File: src/hw/rtl/aluf_pkg.sv
// Package for the ALU, flags and branch execute block: opcodes, error codes,
// flag bit positions, sequencing constants and the controller/datapath structs.
// Depends on nothing; every other file of the block refers to it by scoped names.
package aluf_pkg;

    localparam int ADDR_BITS = 16;

    localparam int DATA_BITS = 64;
    localparam int MUL_DIGIT = 16;
    localparam int MUL_STEPS = DATA_BITS / MUL_DIGIT;
    localparam int DIV_STEPS = DATA_BITS;
    localparam int CNT_BITS  = $clog2(DIV_STEPS);

    localparam logic [4:0] OP_MOV  = 5'd0;
    localparam logic [4:0] OP_ADD  = 5'd1;
    localparam logic [4:0] OP_SUB  = 5'd2;
    localparam logic [4:0] OP_MUL  = 5'd3;
    localparam logic [4:0] OP_DIV  = 5'd4;
    localparam logic [4:0] OP_MOD  = 5'd5;
    localparam logic [4:0] OP_XOR  = 5'd6;
    localparam logic [4:0] OP_OR   = 5'd7;
    localparam logic [4:0] OP_AND  = 5'd8;
    localparam logic [4:0] OP_LAND = 5'd9;
    localparam logic [4:0] OP_LOR  = 5'd10;
    localparam logic [4:0] OP_LSH  = 5'd11;
    localparam logic [4:0] OP_RSH  = 5'd12;
    localparam logic [4:0] OP_CMP  = 5'd13;
    localparam logic [4:0] OP_TEST = 5'd14;
    localparam logic [4:0] OP_JL   = 5'd15;
    localparam logic [4:0] OP_JLE  = 5'd16;
    localparam logic [4:0] OP_JG   = 5'd17;
    localparam logic [4:0] OP_JGE  = 5'd18;
    localparam logic [4:0] OP_JE   = 5'd19;
    localparam logic [4:0] OP_JNE  = 5'd20;
    localparam logic [4:0] OP_JZ   = 5'd21;
    localparam logic [4:0] OP_JMP  = 5'd22;
    localparam logic [4:0] OP_PNT  = 5'd23;
    localparam logic [4:0] OP_RET  = 5'd24;
    localparam logic [4:0] OP_INC  = 5'd25;
    localparam logic [4:0] OP_DEC  = 5'd26;

    localparam logic [1:0] ERR_NONE  = 2'd0;
    localparam logic [1:0] ERR_LABEL = 2'd1;
    localparam logic [1:0] ERR_DIV0  = 2'd2;
    localparam logic [1:0] ERR_SHIFT = 2'd3;

    localparam int FLAG_LT = 0;
    localparam int FLAG_LE = 1;
    localparam int FLAG_GT = 2;
    localparam int FLAG_GE = 3;
    localparam int FLAG_EQ = 4;
    localparam int FLAG_NE = 5;
    localparam int FLAG_Z  = 6;

    typedef struct packed {
        logic load;
        logic mul_step;
        logic div_step;
        logic write;
    } cmd_t;

    typedef struct packed {
        logic is_mul;
        logic is_div;
        logic out_free;
    } status_t;

    function automatic logic [DATA_BITS-1:0] mag64(input logic [DATA_BITS-1:0] v);
        mag64 = v[DATA_BITS-1] ? (DATA_BITS'(0) - v) : v;
    endfunction

endpackage

File: src/hw/rtl/aluf_ctrl.sv
// Sequencing controller of the execute block: accepts an instruction, runs the
// multiply or divide iterations and hands the result to the output register.
// Depends on aluf_pkg for the command/status structs and step counts.
module aluf_ctrl (
    input  logic              aclk,
    input  logic              aresetn,
    input  logic              s_valid,
    output logic              s_ready,
    input  aluf_pkg::status_t status,
    output aluf_pkg::cmd_t    cmd
);

    typedef enum logic [3:0] {
        ST_IDLE  = 4'b0001,
        ST_MUL   = 4'b0010,
        ST_DIV   = 4'b0100,
        ST_WRITE = 4'b1000
    } state_t;

    localparam logic [aluf_pkg::CNT_BITS-1:0] MUL_LAST =
        aluf_pkg::CNT_BITS'(aluf_pkg::MUL_STEPS - 1);
    localparam logic [aluf_pkg::CNT_BITS-1:0] DIV_LAST =
        aluf_pkg::CNT_BITS'(aluf_pkg::DIV_STEPS - 1);

    state_t                          state_reg, state_next;
    logic [aluf_pkg::CNT_BITS-1:0]   cnt_reg, cnt_next;

    assign s_ready      = (state_reg == ST_IDLE);
    assign cmd.load     = s_valid && s_ready;
    assign cmd.mul_step = (state_reg == ST_MUL);
    assign cmd.div_step = (state_reg == ST_DIV);
    assign cmd.write    = (state_reg == ST_WRITE) && status.out_free;

    always_comb begin
        state_next = state_reg;
        cnt_next   = cnt_reg;
        unique case (state_reg)
            ST_IDLE: begin
                cnt_next = '0;
                if (s_valid) begin
                    priority if (status.is_mul) begin
                        state_next = ST_MUL;
                    end else if (status.is_div) begin
                        state_next = ST_DIV;
                    end else begin
                        state_next = ST_WRITE;
                    end
                end
            end
            ST_MUL: begin
                cnt_next = cnt_reg + 1'b1;
                if (cnt_reg == MUL_LAST) begin
                    state_next = ST_WRITE;
                end
            end
            ST_DIV: begin
                cnt_next = cnt_reg + 1'b1;
                if (cnt_reg == DIV_LAST) begin
                    state_next = ST_WRITE;
                end
            end
            ST_WRITE: begin
                if (status.out_free) begin
                    state_next = ST_IDLE;
                end
            end
            default: begin
                state_next = ST_IDLE;
            end
        endcase
    end

    always_ff @(posedge aclk) begin
        if (!aresetn) begin
            state_reg <= ST_IDLE;
            cnt_reg   <= '0;
        end else begin
            state_reg <= state_next;
            cnt_reg   <= cnt_next;
        end
    end

endmodule

File: src/hw/rtl/aluf_dp.sv
// Datapath of the execute block: operand registers, shared multiply/divide
// iteration registers, condition flags, result logic and the output register.
// Depends on aluf_pkg for opcodes, error codes, flags and the command structs.
module aluf_dp (
    input  logic                 aclk,
    input  logic                 aresetn,
    input  aluf_pkg::cmd_t       cmd,
    output aluf_pkg::status_t    status,
    input  logic [4:0]           s_op,
    input  logic signed [63:0]   s_left_value,
    input  logic signed [63:0]   s_right_value,
    input  logic [15:0]          s_instr_addr,
    input  logic [15:0]          s_target_addr,
    input  logic                 s_target_valid,
    output logic                 m_valid,
    input  logic                 m_ready,
    output logic signed [63:0]   m_write_value,
    output logic                 m_write_enable,
    output logic [15:0]          m_next_addr,
    output logic                 m_print_valid,
    output logic                 m_halt,
    output logic [1:0]           m_error_code
);

    localparam int W = aluf_pkg::DATA_BITS;

    logic [4:0]            op_reg;
    logic [W-1:0]          a_reg, b_reg;
    logic [15:0]           pc_reg, tgt_reg;
    logic                  tvalid_reg;
    logic [W-1:0]          acc_reg, acc_next;
    logic [W-1:0]          q_reg, q_next;
    logic [W-1:0]          mag_reg, mag_next;
    logic [6:0]            flags_reg, flags_next;
    logic                  valid_reg;

    logic [W-1:0]          res_value;
    logic                  res_we, res_pv, res_hl;
    logic [15:0]           res_next;
    logic [1:0]            res_err;

    logic [W+aluf_pkg::MUL_DIGIT-1:0] prod;
    logic [W-1:0]          rem_sh;
    logic [aluf_pkg::ADDR_BITS-1:0] pc_inc;
    logic signed [31:0]    cx, cy;
    logic [2:0]            jidx;
    logic                  take;

    // Status for the controller: classes of the instruction being offered.
    assign status.is_mul   = (s_op == aluf_pkg::OP_MUL);
    assign status.is_div   = ((s_op == aluf_pkg::OP_DIV) || (s_op == aluf_pkg::OP_MOD))
                             && (s_right_value != '0);
    assign status.out_free = !valid_reg || m_ready;

    // One iteration step of the shared multiply or divide unit.
    assign prod   = mag_reg * q_reg[aluf_pkg::MUL_DIGIT-1:0];
    assign rem_sh = {acc_reg[W-2:0], q_reg[W-1]};

    always_comb begin
        acc_next = acc_reg;
        q_next   = q_reg;
        mag_next = mag_reg;
        priority if (cmd.load) begin
            acc_next = '0;
            q_next   = status.is_mul ? s_right_value : aluf_pkg::mag64(s_left_value);
            mag_next = status.is_mul ? s_left_value : aluf_pkg::mag64(s_right_value);
        end else if (cmd.mul_step) begin
            acc_next = acc_reg + prod[W-1:0];
            mag_next = mag_reg << aluf_pkg::MUL_DIGIT;
            q_next   = q_reg >> aluf_pkg::MUL_DIGIT;
        end else if (cmd.div_step) begin
            if (rem_sh >= mag_reg) begin
                acc_next = rem_sh - mag_reg;
                q_next   = {q_reg[W-2:0], 1'b1};
            end else begin
                acc_next = rem_sh;
                q_next   = {q_reg[W-2:0], 1'b0};
            end
        end
    end

    assign pc_inc = aluf_pkg::ADDR_BITS'(pc_reg) + 1'b1;
    assign cx     = $signed(a_reg[31:0]);
    assign cy     = $signed(b_reg[31:0]);
    assign jidx   = 3'(op_reg - aluf_pkg::OP_JL);

    always_comb begin
        res_value  = '0;
        res_we     = 1'b0;
        res_pv     = 1'b0;
        res_hl     = 1'b0;
        res_err    = aluf_pkg::ERR_NONE;
        res_next   = 16'(pc_inc);
        flags_next = flags_reg;
        take       = 1'b0;
        unique case (op_reg)
            aluf_pkg::OP_MOV: begin
                res_value = b_reg;
                res_we    = 1'b1;
            end
            aluf_pkg::OP_ADD: begin
                res_value = a_reg + b_reg;
                res_we    = 1'b1;
            end
            aluf_pkg::OP_SUB: begin
                res_value = a_reg - b_reg;
                res_we    = 1'b1;
            end
            aluf_pkg::OP_MUL: begin
                res_value = acc_reg;
                res_we    = 1'b1;
            end
            aluf_pkg::OP_DIV: begin
                if (b_reg == '0) begin
                    res_err = aluf_pkg::ERR_DIV0;
                end else begin
                    res_value = (a_reg[W-1] ^ b_reg[W-1]) ? (W'(0) - q_reg) : q_reg;
                    res_we    = 1'b1;
                end
            end
            aluf_pkg::OP_MOD: begin
                if (b_reg == '0) begin
                    res_err = aluf_pkg::ERR_DIV0;
                end else begin
                    res_value = a_reg[W-1] ? (W'(0) - acc_reg) : acc_reg;
                    res_we    = 1'b1;
                end
            end
            aluf_pkg::OP_XOR: begin
                res_value = a_reg ^ b_reg;
                res_we    = 1'b1;
            end
            aluf_pkg::OP_OR: begin
                res_value = a_reg | b_reg;
                res_we    = 1'b1;
            end
            aluf_pkg::OP_AND: begin
                res_value = a_reg & b_reg;
                res_we    = 1'b1;
            end
            aluf_pkg::OP_LAND: begin
                res_value = W'((a_reg != '0) && (b_reg != '0));
                res_we    = 1'b1;
            end
            aluf_pkg::OP_LOR: begin
                res_value = W'((a_reg != '0) || (b_reg != '0));
                res_we    = 1'b1;
            end
            aluf_pkg::OP_LSH, aluf_pkg::OP_RSH: begin
                if (|b_reg[W-1:6]) begin
                    res_err = aluf_pkg::ERR_SHIFT;
                end else if (op_reg == aluf_pkg::OP_LSH) begin
                    res_value = a_reg << b_reg[5:0];
                    res_we    = 1'b1;
                end else begin
                    res_value = $signed(a_reg) >>> b_reg[5:0];
                    res_we    = 1'b1;
                end
            end
            aluf_pkg::OP_CMP: begin
                flags_next                   = '0;
                flags_next[aluf_pkg::FLAG_LT] = (cx < cy);
                flags_next[aluf_pkg::FLAG_LE] = (cx <= cy);
                flags_next[aluf_pkg::FLAG_GT] = (cx > cy);
                flags_next[aluf_pkg::FLAG_GE] = (cx >= cy);
                flags_next[aluf_pkg::FLAG_EQ] = (cx == cy);
                flags_next[aluf_pkg::FLAG_NE] = (cx != cy);
            end
            aluf_pkg::OP_TEST: begin
                flags_next                  = '0;
                flags_next[aluf_pkg::FLAG_Z] = ((a_reg[31:0] & b_reg[31:0]) == '0);
            end
            aluf_pkg::OP_JL, aluf_pkg::OP_JLE, aluf_pkg::OP_JG, aluf_pkg::OP_JGE,
            aluf_pkg::OP_JE, aluf_pkg::OP_JNE, aluf_pkg::OP_JZ, aluf_pkg::OP_JMP: begin
                take = (op_reg == aluf_pkg::OP_JMP) || flags_reg[jidx];
                if (take) begin
                    if (tvalid_reg) begin
                        res_next = tgt_reg;
                    end else begin
                        res_err = aluf_pkg::ERR_LABEL;
                    end
                end
            end
            aluf_pkg::OP_PNT: begin
                res_value = a_reg;
                res_pv    = 1'b1;
            end
            aluf_pkg::OP_RET: begin
                res_value = a_reg;
                res_hl    = 1'b1;
            end
            aluf_pkg::OP_INC: begin
                res_value = a_reg + 1'b1;
                res_we    = 1'b1;
            end
            aluf_pkg::OP_DEC: begin
                res_value = a_reg - 1'b1;
                res_we    = 1'b1;
            end
            default: begin
                res_value = '0;
            end
        endcase
    end

    always_ff @(posedge aclk) begin
        acc_reg <= acc_next;
        q_reg   <= q_next;
        mag_reg <= mag_next;
        if (cmd.load) begin
            op_reg     <= s_op;
            a_reg      <= s_left_value;
            b_reg      <= s_right_value;
            pc_reg     <= s_instr_addr;
            tgt_reg    <= s_target_addr;
            tvalid_reg <= s_target_valid;
        end
        if (cmd.write) begin
            m_write_value  <= res_value;
            m_write_enable <= res_we;
            m_next_addr    <= res_next;
            m_print_valid  <= res_pv;
            m_halt         <= res_hl;
            m_error_code   <= res_err;
        end
    end

    always_ff @(posedge aclk) begin
        if (!aresetn) begin
            flags_reg <= '0;
            valid_reg <= 1'b0;
        end else begin
            if (cmd.write) begin
                flags_reg <= flags_next;
            end
            if (cmd.write) begin
                valid_reg <= 1'b1;
            end else if (m_ready) begin
                valid_reg <= 1'b0;
            end
        end
    end

    assign m_valid = valid_reg;

endmodule

File: src/hw/rtl/alu_flags_branch_execute.sv
// Execute stage for one interpreted instruction: ALU, seven condition flags, branch select.
// Mul runs four 16-bit digit steps, div/mod by a nonzero divisor one quotient bit a cycle;
// other opcodes go straight to the result write, which waits while the output register
// holds an untaken result. A new instruction is taken only after the last is written; the
// result register lets the next instruction transfer in while a result still waits.
// Reset: synchronous active-low aresetn clears the flags, the sequencer and the result valid.
module alu_flags_branch_execute (
    input  logic                 aclk,
    input  logic                 aresetn,
    input  logic                 s_valid,
    output logic                 s_ready,
    input  logic [4:0]           s_op,
    input  logic signed [63:0]   s_left_value,
    input  logic signed [63:0]   s_right_value,
    input  logic [15:0]          s_instr_addr,
    input  logic [15:0]          s_target_addr,
    input  logic                 s_target_valid,
    output logic                 m_valid,
    input  logic                 m_ready,
    output logic signed [63:0]   m_write_value,
    output logic                 m_write_enable,
    output logic [15:0]          m_next_addr,
    output logic                 m_print_valid,
    output logic                 m_halt,
    output logic [1:0]           m_error_code
);

    // The controller only sequences: it decides when operands are captured, how many
    // multiply or divide iterations run, and when the result is written to the output
    // register. All arithmetic, the flags and the output register sit in the datapath.
    aluf_pkg::cmd_t    cmd;
    aluf_pkg::status_t status;

    aluf_ctrl u_ctrl (
        .aclk    (aclk),
        .aresetn (aresetn),
        .s_valid (s_valid),
        .s_ready (s_ready),
        .status  (status),
        .cmd     (cmd)
    );

    // The datapath shares one set of iteration registers between the multiplier
    // (a 64x16 digit product accumulated four times) and the restoring divider
    // (one quotient bit per cycle on operand magnitudes, signs fixed at the end).
    aluf_dp u_dp (
        .aclk           (aclk),
        .aresetn        (aresetn),
        .cmd            (cmd),
        .status         (status),
        .s_op           (s_op),
        .s_left_value   (s_left_value),
        .s_right_value  (s_right_value),
        .s_instr_addr   (s_instr_addr),
        .s_target_addr  (s_target_addr),
        .s_target_valid (s_target_valid),
        .m_valid        (m_valid),
        .m_ready        (m_ready),
        .m_write_value  (m_write_value),
        .m_write_enable (m_write_enable),
        .m_next_addr    (m_next_addr),
        .m_print_valid  (m_print_valid),
        .m_halt         (m_halt),
        .m_error_code   (m_error_code)
    );

    // Only one instruction is in flight: after an input transfer the block must
    // not be ready again in the very next cycle.
    a_one_in_flight: assert property (@(posedge aclk) disable iff (!aresetn)
        (s_valid && s_ready) |=> !s_ready)
        else $error("input accepted while an instruction is still executing");

    // A faulted instruction never writes its destination.
    a_error_no_write: assert property (@(posedge aclk) disable iff (!aresetn)
        (m_valid && (m_error_code != aluf_pkg::ERR_NONE)) |-> !m_write_enable)
        else $error("write enable raised together with an error code");

    // Print, return and register write are mutually exclusive result kinds.
    a_result_kind: assert property (@(posedge aclk) disable iff (!aresetn)
        m_valid |-> $onehot0({m_write_enable, m_print_valid, m_halt}))
        else $error("more than one result kind flagged");

endmodule
File: config.mk
export PLATFORM = sky130hd
export DESIGN_NAME = alu_flags_branch_execute
export DESIGN_NICKNAME = d
export VERILOG_FILES = /design/src/hw/rtl/aluf_pkg.sv /design/src/hw/rtl/aluf_ctrl.sv /design/src/hw/rtl/aluf_dp.sv /design/src/hw/rtl/alu_flags_branch_execute.sv
export SDC_FILE = /design/constraint.sdc
export NUM_CORES = 2
export LEC_CHECK = 0
export ABC_CLOCK_PERIOD_IN_PS = 6900
export BUFFER_PORTS_ARGS = -buffer_cell sky130_fd_sc_hd__buf_2
export CAP_MARGIN = 20
export CORE_MARGIN = 2
export CORE_UTILIZATION = 55
export DETAILED_ROUTE_END_ITERATION = 12
export HOLD_SLACK_MARGIN = 0.08
export PLACE_DENSITY = 0.75
export SLEW_MARGIN = 20
export SYNTH_ARGS = -nofsm -noshare
export SYNTH_HDL_FRONTEND = slang
export SYNTH_SLANG_ARGS = --single-unit
File: constraint.sdc
create_clock -name aclk -period 6.9 [get_ports aclk]
set_input_delay 0.345 -clock aclk [delete_from_list [all_inputs] [get_ports aclk]]
set_output_delay 0.345 -clock aclk [all_outputs]
set_load 0.1 [all_outputs]
==> impl_metrics.tcl <==
set metrics [dict create \
    syn-num-nets 10800 \
    syn_area_sq_mm 0.0773 \
    grt_pass1_wl_um 504000 \
    gr-total-overflow 0 \
    critPathBufInv 7 \
    vias 78700 \
    min_period_over_period 1.01 \
    worst_slew_pin_slew_ns 1.40 \
    yosysWarnings 0 \
    min_from "s_right_value[63]" \
    worstSkewPairLatency_ns 0.71 \
    status "finished with violations" \
    cts_tree "yes" \
    start_util 0.554 \
    hold_violations 0 \
    hpwl_um 269000 \
    crit_path_end_kind "flip-flop" \
    ys_seq_area_frac 0.168 \
    die_area_sq_mm 0.144 \
    syn2layout_area_growth_pct 13.2 \
    hold_depth 2 \
    worstRegToRegCells 25 \
    critPathTopFamily "adder cells" \
    ys_top_cells_by_area "fa_1 21%, edfxtp_1 15%, ha_1 6.5%" \
    critPathMaxFanout 4 \
    grt_pass1_vias 75700 \
    holdWs_ns 0.212 \
    grt.total_usage 0.479 \
    crit_type "reg2reg" \
    synthCells 9462 \
    async_flop_share 0 \
    avgViaCountPerCell 6.68 \
    fin_util 0.627 \
    synth_most_common_cell "inv_1" \
    synth.top_cell.area_share 0.211 \
    postRouteAntennaNets 0 \
    finalSetupViolCount 5 \
    reg2reg_slack_ns -0.1 \
    synth_common_cells "1314 x inv_1, 1258 x nand2_1, 816 x fa_1" \
    root_buffer "clkbuf_16" \
    wl_per_cell_um 29.7 \
    violations "setup timing" \
    avgSynthCellArea_sq_um 8.17 \
    timing.final.crit_period_ns 7.00 \
    synth-edff-count 379 \
    ys_ff_latch 461 \
    fin_skew_ns 0.0260 \
    core_sq_mm 0.140 \
    worst_slack_ns -0.0977 \
    clock.fmax_mhz 143 \
    num_rows 137 \
    rsz0062_at_grt "yes" \
    r2r_start "u_dp.q_reg[4]" \
    finalMaxSlewViolations 0 \
    critPathLaunchType "flip-flop" \
    cpMostUsedCell "fa_1" \
    nNetsFinal 11200 \
    antenna_found_initial 36 \
    drt_iter0_drc 12400 \
    cts_buffers 57 \
    setup_tns_ns -0.223 \
    critPathRequiredTime_ns 7.45 \
    grt_max_degree 136 \
    port_buffers 256 \
    remaining_drc_errors 0 \
    place_area_sq_mm 0.0831 \
    final_area_sq_mm 0.0875 \
    cts_sinks 461 \
    slowest_stage "fa_1" \
    holdCritPathClass "in2reg" \
    place_congestion 1.09 \
    clk_pin_slew_ns 0.06 \
    io_pins 257 \
    worstPathArrival_ns 7.55 \
    max_stage_delay_ns 0.56 \
    dr.pass1.iters 10 \
    drive_above_1_share 0.125 \
    die_w_um 379 \
    relSlewSlack 0.0582 \
    synth_top_area_cell "fa_1" \
    drv_cap 0 \
    r2r_end "u_dp.acc_reg[61]" \
    ys_types 90 \
    ys_dominant_reg_cell "edfxtp_1" \
    clock_path_buffers 3 \
    die_h_um 379 \
    cts_max_level 2 \
    holdPathEnd "u_dp.b_reg[63]" \
    drt-total-wl_um 350000 \
]
per-stage QoR:
step	worst slack [ns]	cells
after floorplan	0.0277	9462
after global placement	-0.449	11500
after detailed placement	-0.464	11500
after CTS	0.00239	11700
after global routing	-0.218	11800
final	-0.0977	11800
worst max-delay path by stage:
stage / end / cells after the start / from / slack (ns)
after CTS: u_dp.acc_reg[58] / 26 / u_dp.q_reg[4] / 0.002
after global placement: u_dp.acc_reg[51] / 23 / u_dp.q_reg[4] / -0.45
after floorplan: u_dp.acc_reg[61] / 25 / u_dp.q_reg[9] / 0.03
final: u_dp.acc_reg[61] / 25 / u_dp.q_reg[4] / -0.1
after detailed placement: u_dp.acc_reg[51] / 23 / u_dp.q_reg[4] / -0.46
after global routing: u_dp.acc_reg[58] / 28 / u_dp.q_reg[4] / -0.22
final cells by class:
| cell class | count | area, sq um |
|---|---|---|
| tap | 1876 | 2350 |
| antenna | 19 | 47.5 |
| timing repair buffer | 1008 | 7900 |
| clock inverter | 31 | 294 |
| fill | 12300 | 52100 |
| inverter | 1319 | 4960 |
| sequential | 461 | 13000 |
| clock buffer | 77 | 1610 |
| multi-input combinational | 6989 | 57300 |
cell families after synthesis:
| logic type | share of synthesized area |
|---|---|
| AND/OR/NAND/NOR | 0.168 |
| AO/OA/AOI/OAI | 0.182 |
| buffers and inverters | 0.0979 |
| adder cells (fa/ha/maj) | 0.276 |
| flip-flops | 0.168 |
| XOR/XNOR | 0.0500 |
| multiplexers | 0.0578 |
routing by layer:
| metal | vias up | global-route usage | wire length (um) |
|---|---|---|---|
| li1 | 32900 | - | - |
| met1 | 38300 | 0.610 | 126000 |
| met2 | 6102 | 0.697 | 145000 |
| met3 | 1417 | 0.164 | 50000 |
| met4 | 34 | 0.296 | 28500 |
| met5 | - | 0 | 211 |
what timing repair did:
| item | CTS | global route |
|---|---|---|
| pin swaps | 14 | 39 |
| gates cloned | 0 | 2 |
| hold endpoints to repair | 169 | 0 |
| resized for setup | 26 | 95 |
| buffers inserted | 5 | 19 |
| endpoints found under the setup margin | 21 | 32 |
| hold buffers | 169 | 0 |
layout by cell type, fill, tap and decap left out, drive strengths merged, types with 63 or more instances in the layout:
cell and count:
dfxtp 82, o31ai 124, xnor2 227, and2 264
buf 838, nand4 75, nor4 74, a222oi 63
edfxtp 379, ha 399, o211ai 125, nor3 134
a21o 105, nor2 683, clkbuf 78, a21oi 537
nand3 126, fa 816, xor2 214, o21ai 515
or3 67, nand2 1258, mux2i 122, dlygate4sd3 169
a31oi 125, a211oi 140, mux4 134, inv 1320
Power is left out: the tool's default activity adds up to more than one toggle a clock period on the data nets, which glitch-free logic cannot reach.
